$ cat config.mk
export PLATFORM = sky130hd
export DESIGN_NAME = cbpe_blend
export DESIGN_NICKNAME = d
export VERILOG_FILES = /design/src/hw/rtl/cubic_bezier_point_evaluator_assert.svh /design/src/hw/rtl/cbpe_pkg.sv /design/src/hw/rtl/cbpe_blend.sv
export SDC_FILE = /design/constraint.sdc
export NUM_CORES = 2
export LEC_CHECK = 0
export BUFFER_PORTS_ARGS = -buffer_cell sky130_fd_sc_hd__buf_2
export CELL_PAD_IN_SITES_DETAIL_PLACEMENT = 1
export CELL_PAD_IN_SITES_GLOBAL_PLACEMENT = 1
export CORE_MARGIN = 1.5
export CORE_UTILIZATION = 45
export CTS_BUF_LIST = sky130_fd_sc_hd__clkbuf_4
export CTS_CLUSTER_SIZE = 10
export DETAILED_ROUTE_END_ITERATION = 10
export PLACE_DENSITY_LB_ADDON = 0.05
export SYNTH_ARGS = -nofsm -noshare
export SYNTH_HDL_FRONTEND = slang
export SYNTH_SLANG_ARGS = --single-unit
$ cat constraint.sdc
create_clock -name clk -period 6.4 [get_ports clk]
set_clock_uncertainty 0.05 [all_clocks]
set_input_delay 0.32 -clock clk [delete_from_list [all_inputs] [get_ports clk]]
set_output_delay 0.32 -clock clk [all_outputs]
set_load 0.01 [all_outputs]
$ cat src/hw/rtl/cubic_bezier_point_evaluator_assert.svh
// Assertion macros for the curve evaluator. Clock is clk, reset is rst_n.
`ifndef CUBIC_BEZIER_POINT_EVALUATOR_ASSERT_SVH
`define CUBIC_BEZIER_POINT_EVALUATOR_ASSERT_SVH

`ifndef SYNTHESIS
`define CBPE_ASSERT(lbl, prop) \
    lbl: assert property (@(posedge clk) disable iff (!rst_n) (prop)) \
        else $error("cbpe: property failed");
`define CBPE_ASSERT_NEVER(lbl, cond) \
    lbl: assert property (@(posedge clk) disable iff (!rst_n) !(cond)) \
        else $error("cbpe: forbidden condition seen");
`else
`define CBPE_ASSERT(lbl, prop)
`define CBPE_ASSERT_NEVER(lbl, cond)
`endif

`endif

$ cat src/hw/rtl/cbpe_pkg.sv
package cbpe_pkg;

    localparam int STEP_BITS   = 8;
    localparam int COORD_WIDTH = 16;
    localparam int NUM_POINTS  = 4;

    localparam int A_W      = STEP_BITS + 1;          // holds 2^STEP_BITS
    localparam int SQ_W     = 2 * STEP_BITS + 1;      // holds a^2
    localparam int MUL_W    = SQ_W + A_W;             // raw cube product
    localparam int WEIGHT_W = 3 * STEP_BITS + 1;      // weights are <= 2^(3*STEP_BITS)
    localparam int PROD_W   = WEIGHT_W + 1 + COORD_WIDTH;
    localparam int SUM_W    = PROD_W + 2;
    localparam int DIV_SHIFT = 3 * STEP_BITS;

    localparam logic [A_W-1:0] STEP_COUNT = A_W'(1) << STEP_BITS;
    localparam logic signed [SUM_W-1:0] DIV_BIAS =
        SUM_W'((64'd1 << DIV_SHIFT) - 64'd1);

    localparam int CFG_IDX_W = 3;

    typedef enum logic [CFG_IDX_W-1:0] {
        REG_X0, REG_X1, REG_X2, REG_X3,
        REG_Y0, REG_Y1, REG_Y2, REG_Y3
    } cfg_reg_t;

    typedef logic signed [COORD_WIDTH-1:0] coord_t;
    typedef logic [NUM_POINTS-1:0][COORD_WIDTH-1:0] ctrl_set_t;
    typedef logic [NUM_POINTS-1:0][WEIGHT_W-1:0] weight_set_t;

    // Per-stage load enables for the blend lanes.
    typedef struct packed {
        logic prod;
        logic pair;
        logic sum;
        logic out;
    } lane_adv_t;

endpackage

$ cat src/hw/rtl/cbpe_blend.sv
// One coordinate lane: weighted products, adder tree, truncating divide.
module cbpe_blend
    import cbpe_pkg::*;
(
    input  logic        clk,
    input  lane_adv_t   adv,
    input  weight_set_t weight,
    input  ctrl_set_t   ctrl,
    output coord_t      point
);

    logic signed [PROD_W-1:0] prod_reg [NUM_POINTS];
    logic signed [PROD_W-1:0] prod_next [NUM_POINTS];
    logic signed [SUM_W-1:0]  pair_reg [2];
    logic signed [SUM_W-1:0]  pair_next [2];
    logic signed [SUM_W-1:0]  sum_reg;
    logic signed [SUM_W-1:0]  sum_next;
    logic signed [SUM_W-1:0]  biased;
    coord_t                   point_reg;
    coord_t                   point_next;

    always_comb
    begin
        for (int k = 0; k < NUM_POINTS; k++)
        begin
            prod_next[k] = $signed({1'b0, weight[k]}) * $signed(ctrl[k]);
        end
        pair_next[0] = SUM_W'(prod_reg[0]) + SUM_W'(prod_reg[1]);
        pair_next[1] = SUM_W'(prod_reg[2]) + SUM_W'(prod_reg[3]);
        sum_next     = pair_reg[0] + pair_reg[1];
        // bias negatives so the shift truncates toward zero
        biased       = sum_reg + (sum_reg[SUM_W-1] ? DIV_BIAS : '0);
        point_next   = biased[DIV_SHIFT +: COORD_WIDTH];
    end

    always_ff @(posedge clk)
    begin
        if (adv.prod)
        begin
            for (int k = 0; k < NUM_POINTS; k++)
            begin
                prod_reg[k] <= prod_next[k];
            end
        end
        if (adv.pair)
        begin
            pair_reg[0] <= pair_next[0];
            pair_reg[1] <= pair_next[1];
        end
        if (adv.sum)
        begin
            sum_reg <= sum_next;
        end
        if (adv.out)
        begin
            point_reg <= point_next;
        end
    end

    assign point = point_reg;

endmodule

Word-level counts from Yosys, hierarchy flattened
Memories as Yosys holds them, arrays and structs flattened. Cells that the tools add are included.

Register bits after elaboration: 60. Bits in latches: 0. Bits in writable memories: 256. Memory bits (read-only): 0. Input port bits: 169. Output and inout port bits: 16. Word-level logic and storage cells: 17. Memories: 2.

Add/subtract/negate cells: 4. Multiply operators: 4. Div/mod/pow operators: 0. $lt $le $gt $ge: 0. Equal/unequal tests: 0. Shift operators: 0. Mux-type cells: 5. Bitwise logic cells: 0. Reduce and logical (&&, ||, !) cells: 0.

Memories: prod_reg (words 4, width 42, read ports 4, clocked after Yosys merged registers in 0, write ports 4, RTL line cbpe_blend.sv:12) `logic signed [PROD_W-1:0] prod_reg [NUM_POINTS];`; pair_reg (words 2, width 44, read ports 2, clocked after Yosys merged registers in 0, write ports 2, RTL line cbpe_blend.sv:14) `logic signed [SUM_W-1:0] pair_reg [2];`.

Operators with widths (count): 26-bit by 16-bit multiplier with 42-bit output (4); 42-bit by 42-bit adder with 43-bit output (2); 44-bit adder (1); 40-bit by 24-bit adder with 40-bit output (1); 24-bit 2-to-1 mux (1); 1-bit 2-to-1 mux (4).

Logic depth before layout (Yosys ltp)
Word-level depth: 2. Mapped depth: 26. Gate-level depth less buffers: 24.

Worst setup path before layout
No wires, ideal clock.

Kind: input port to flip-flop. Start point: input port ctrl[55] (netlist name). End point: memory prod_reg[3][38] (netlist name) (data pin). Library setup time: 0.274 ns. Arrival time: 6.217 ns. Data required time: 6.076 ns. Slack: -0.141 ns. Cell stages on the path: 25. Path buffers: 2. Cells stage by stage: clkbuf_1 > clkbuf_1 > nand2_1 > fa_1 > inv_1 > fa_1 > inv_1 > fa_1 > inv_1 > fa_1 > fa_1 > inv_1 > fa_1 > inv_1 > ha_1 > a21o_1 > a21o_1 > a21o_1 > a221o_1 > a41oi_1 > o21ai_0 > a211o_1 > a21oi_1 > o41ai_1 > xor2_1.

RTL lines: from (decl) (RTL line cbpe_blend.sv:8) `input ctrl_set_t ctrl,`; to (decl) (RTL line cbpe_blend.sv:12).

==> impl_metrics.json <==
{
  "slew_headroom_pct": 19.18,
  "boundaryPins": 185,
  "hold_class": "in -> reg",
  "syn_area_sq_um": 70020,
  "placed_cells": 10110,
  "holdPathStages": 4,
  "drt_iter0_markers": 2172,
  "violations": "design-rule violations",
  "start_util_pct": 45.40,
  "synth_area_leader_cell": "fa_1",
  "outcome": "complete, but fails checks",
  "r2r-start": "pair_reg[0][44]",
  "crit_path_max_fanout": 6,
  "wl_microns": 198400,
  "drv_cap": 0,
  "htree_levels": 3,
  "dp_hpwl_microns": 172600,
  "post_drt_wl_per_cell_microns": 19.36,
  "first_global_vias": 60730,
  "post-route-period-util_pct": 92.51,
  "worstHoldStart": "weight[76]",
  "fin_util_pct": 50.67,
  "grt_setup_unrepaired": "false",
  "rr_worst_depth": 13,
  "worstSetupPathType": "in -> reg",
  "clock_sinks": 311,
  "largest_reg_flops": 168,
  "drv_slew": 0,
  "clock.fmax_mhz": 168.9,
  "viasPerCell": 5.186,
  "ant_nets": 0,
  "cts_buffers": 74,
  "register_area_sq_um": 9339,
  "fp.dieH_microns": 397.5,
  "synthTopCellsByArea": "fa_1 37%, edfxtp_1 13%, ha_1 13%, inv_1 8.9%, and2_1 6.3%",
  "groute.usage.overall_pct": 26.04,
  "postSynthCellCount": 7587,
  "ys_warn_count": 0,
  "synth-seq-area-share_pct": 13.34,
  "cts_buffer_depth": 3,
  "layout.cells.most_common": "inv_1",
  "synth_top_cell_area_share_pct": 36.68,
  "place.gp.congestion": 0.8860,
  "finalNonFillerCells": 10250,
  "final_cell_mix": "1655 x inv_1, 1283 x fa_1, 933 x nand2_1",
  "ys_seq_elements": 311,
  "antenna_found_initial": 3,
  "cts_tree": "built",
  "arrival_ps": 6470,
  "first_pass_iters": 10,
  "ys.flop_type": "edfxtp_1",
  "layout-drive-gt1-share_pct": 10.95,
  "period_needed_ps": 5921,
  "postSynthAreaPerCell_sq_um": 9.229,
  "cts_root_buf": "clkbuf_4",
  "ys_types": 82,
  "io_buffer_count": 184,
  "regToRegSetupSlack_ps": 2140,
  "nets": 10310,
  "multiInputGateArea_sq_um": 53370,
  "synth_edf_count": 311,
  "gr-total-overflow": 0,
  "synthToLayoutAreaGrowth_pct": 11.62,
  "holdWs_ps": 125.4,
  "num_rows": 144,
  "grt_pass1_wl_microns": 324900,
  "nFillCells": 17940,
  "critPathLaunchType": "input pin",
  "grt_start_max_net_pins": 96,
  "worstPathRequired_ps": 6950,
  "syn_nets": 9749,
  "cp-end-kind": "flop",
  "core_area_sq_um": 154200,
  "async_reset_ff_share_pct": 0,
  "num_vias": 53140,
  "path_clk_slew_ps": 80,
  "r2r_end": "sum_reg[38]",
  "min_to": "prod_reg[3][1]",
  "dieArea_sq_um": 158000,
  "route.detailed.drc": 4,
  "finalSetupViolCount": 0,
  "die_x_microns": 397.5,
  "clock_latency_ps": 880,
  "hold_viol_final": 0,
  "tightest_slew_ps": 1197
}
-- final cells by class --
cell class / count / area share [%]
Timing Repair Buffer: 774 / 7.353
Clock inverter: 28 / 0.2113
Multi-Input combinational cell: 5330 / 68.30
Clock buffer: 98 / 0.9414
Inverter: 1658 / 7.963
Antenna cell: 4 / 0.01281
Tap cell: 2044 / 3.272
Sequential cell: 311 / 11.95
-- worst max-delay path, cell delays in order --
cell       delay [ps]
buf_2             170
and2_1            200
fa_1              540
inv_1              50
fa_1              470
fa_1              520
inv_1              60
fa_1              530
fa_1              500
inv_1              50
fa_1              470
inv_1              40
ha_1              280
a21o_1            180
a211oi_1          360
o211ai_1          240
nand4_1           200
o211ai_1          200
o2bb2ai_1         200
o41ai_1           380
o21ai_0           170
a21oi_1           200
xnor2_1           100
-- metal layers --
metal / routed length, microns / GRT usage, % / part of all wire, % / up-vias
met1: 84150 / 32.79 / 42 / 27650
met5: 197 / 0 / 0.099 / -
met4: 4282 / 5.889 / 2.2 / 2
li1: - / - / - / 24520
met2: 104900 / 48.32 / 53 / 734
met3: 4860 / 1.962 / 2.5 / 235
-- worst max-delay path by stage --
stage,startpoint,endpoint,slack (ps)
floorplan,ctrl[9],prod_reg[0][36],20
global placement,ctrl[37],prod_reg[2][38],-270
detailed placement,weight[59],prod_reg[2][41],-420
CTS,weight[60],prod_reg[2][41],500
global route,weight[60],prod_reg[2][41],180
finish,weight[60],prod_reg[2][41],480
-- Yosys cell counts, types with 10 or more instances --
library cell and number:
nor2_1 228, o211ai_1 15, o31ai_1 15, edfxtp_1 311, fa_1 1283, o21ai_0 133, o21bai_1 34, clkbuf_1 285
ha_1 710, o21a_1 43, nor2b_1 33, a21oi_1 271, xor2_1 85, nand3_1 82, and2_1 706, nand2b_1 72
a211oi_1 12, nand2_1 933, a21boi_0 12, xnor2_1 175, nor3_1 31, inv_1 1655, and3_1 35, a21o_1 200
or3_1 10, nand4_1 38, and4_1 13, a31oi_1 28
-- timing repair --
item	in CTS	in global routing
hold endpoints to repair	121	0
hold buffers	10	0
setup endpoints to repair	0	0
resized for setup	0	0
setup buffers	0	0
-- per-stage QoR --
step | setup slack [ps] | cell area (sq um) | setup TNS [ps]
floorplan | 17.23 | 70030 | 0
global placement | -268.1 | 77140 | -4438
detailed placement | -418.0 | 77140 | -7996
CTS | 503.8 | 78140 | 0
global route | 177.6 | 78150 | 0
finish | 479.3 | 78150 | 0
-- cells by family after synthesis --
logic type | count (synthesis) | share of synthesized area, %
AND/OR/NAND/NOR | 2217 | 15.58
AO/OA/AOI/OAI | 853 | 7.927
buffers and inverters | 1946 | 10.43
XOR/XNOR | 260 | 3.252
adder cells (fa/ha/maj) | 1993 | 49.37
flip-flops | 311 | 13.34
multiplexers | 7 | 0.1019
Power is left out: the tool's default activity adds up to more than one toggle a clock period on the data nets, which glitch-free logic cannot reach.
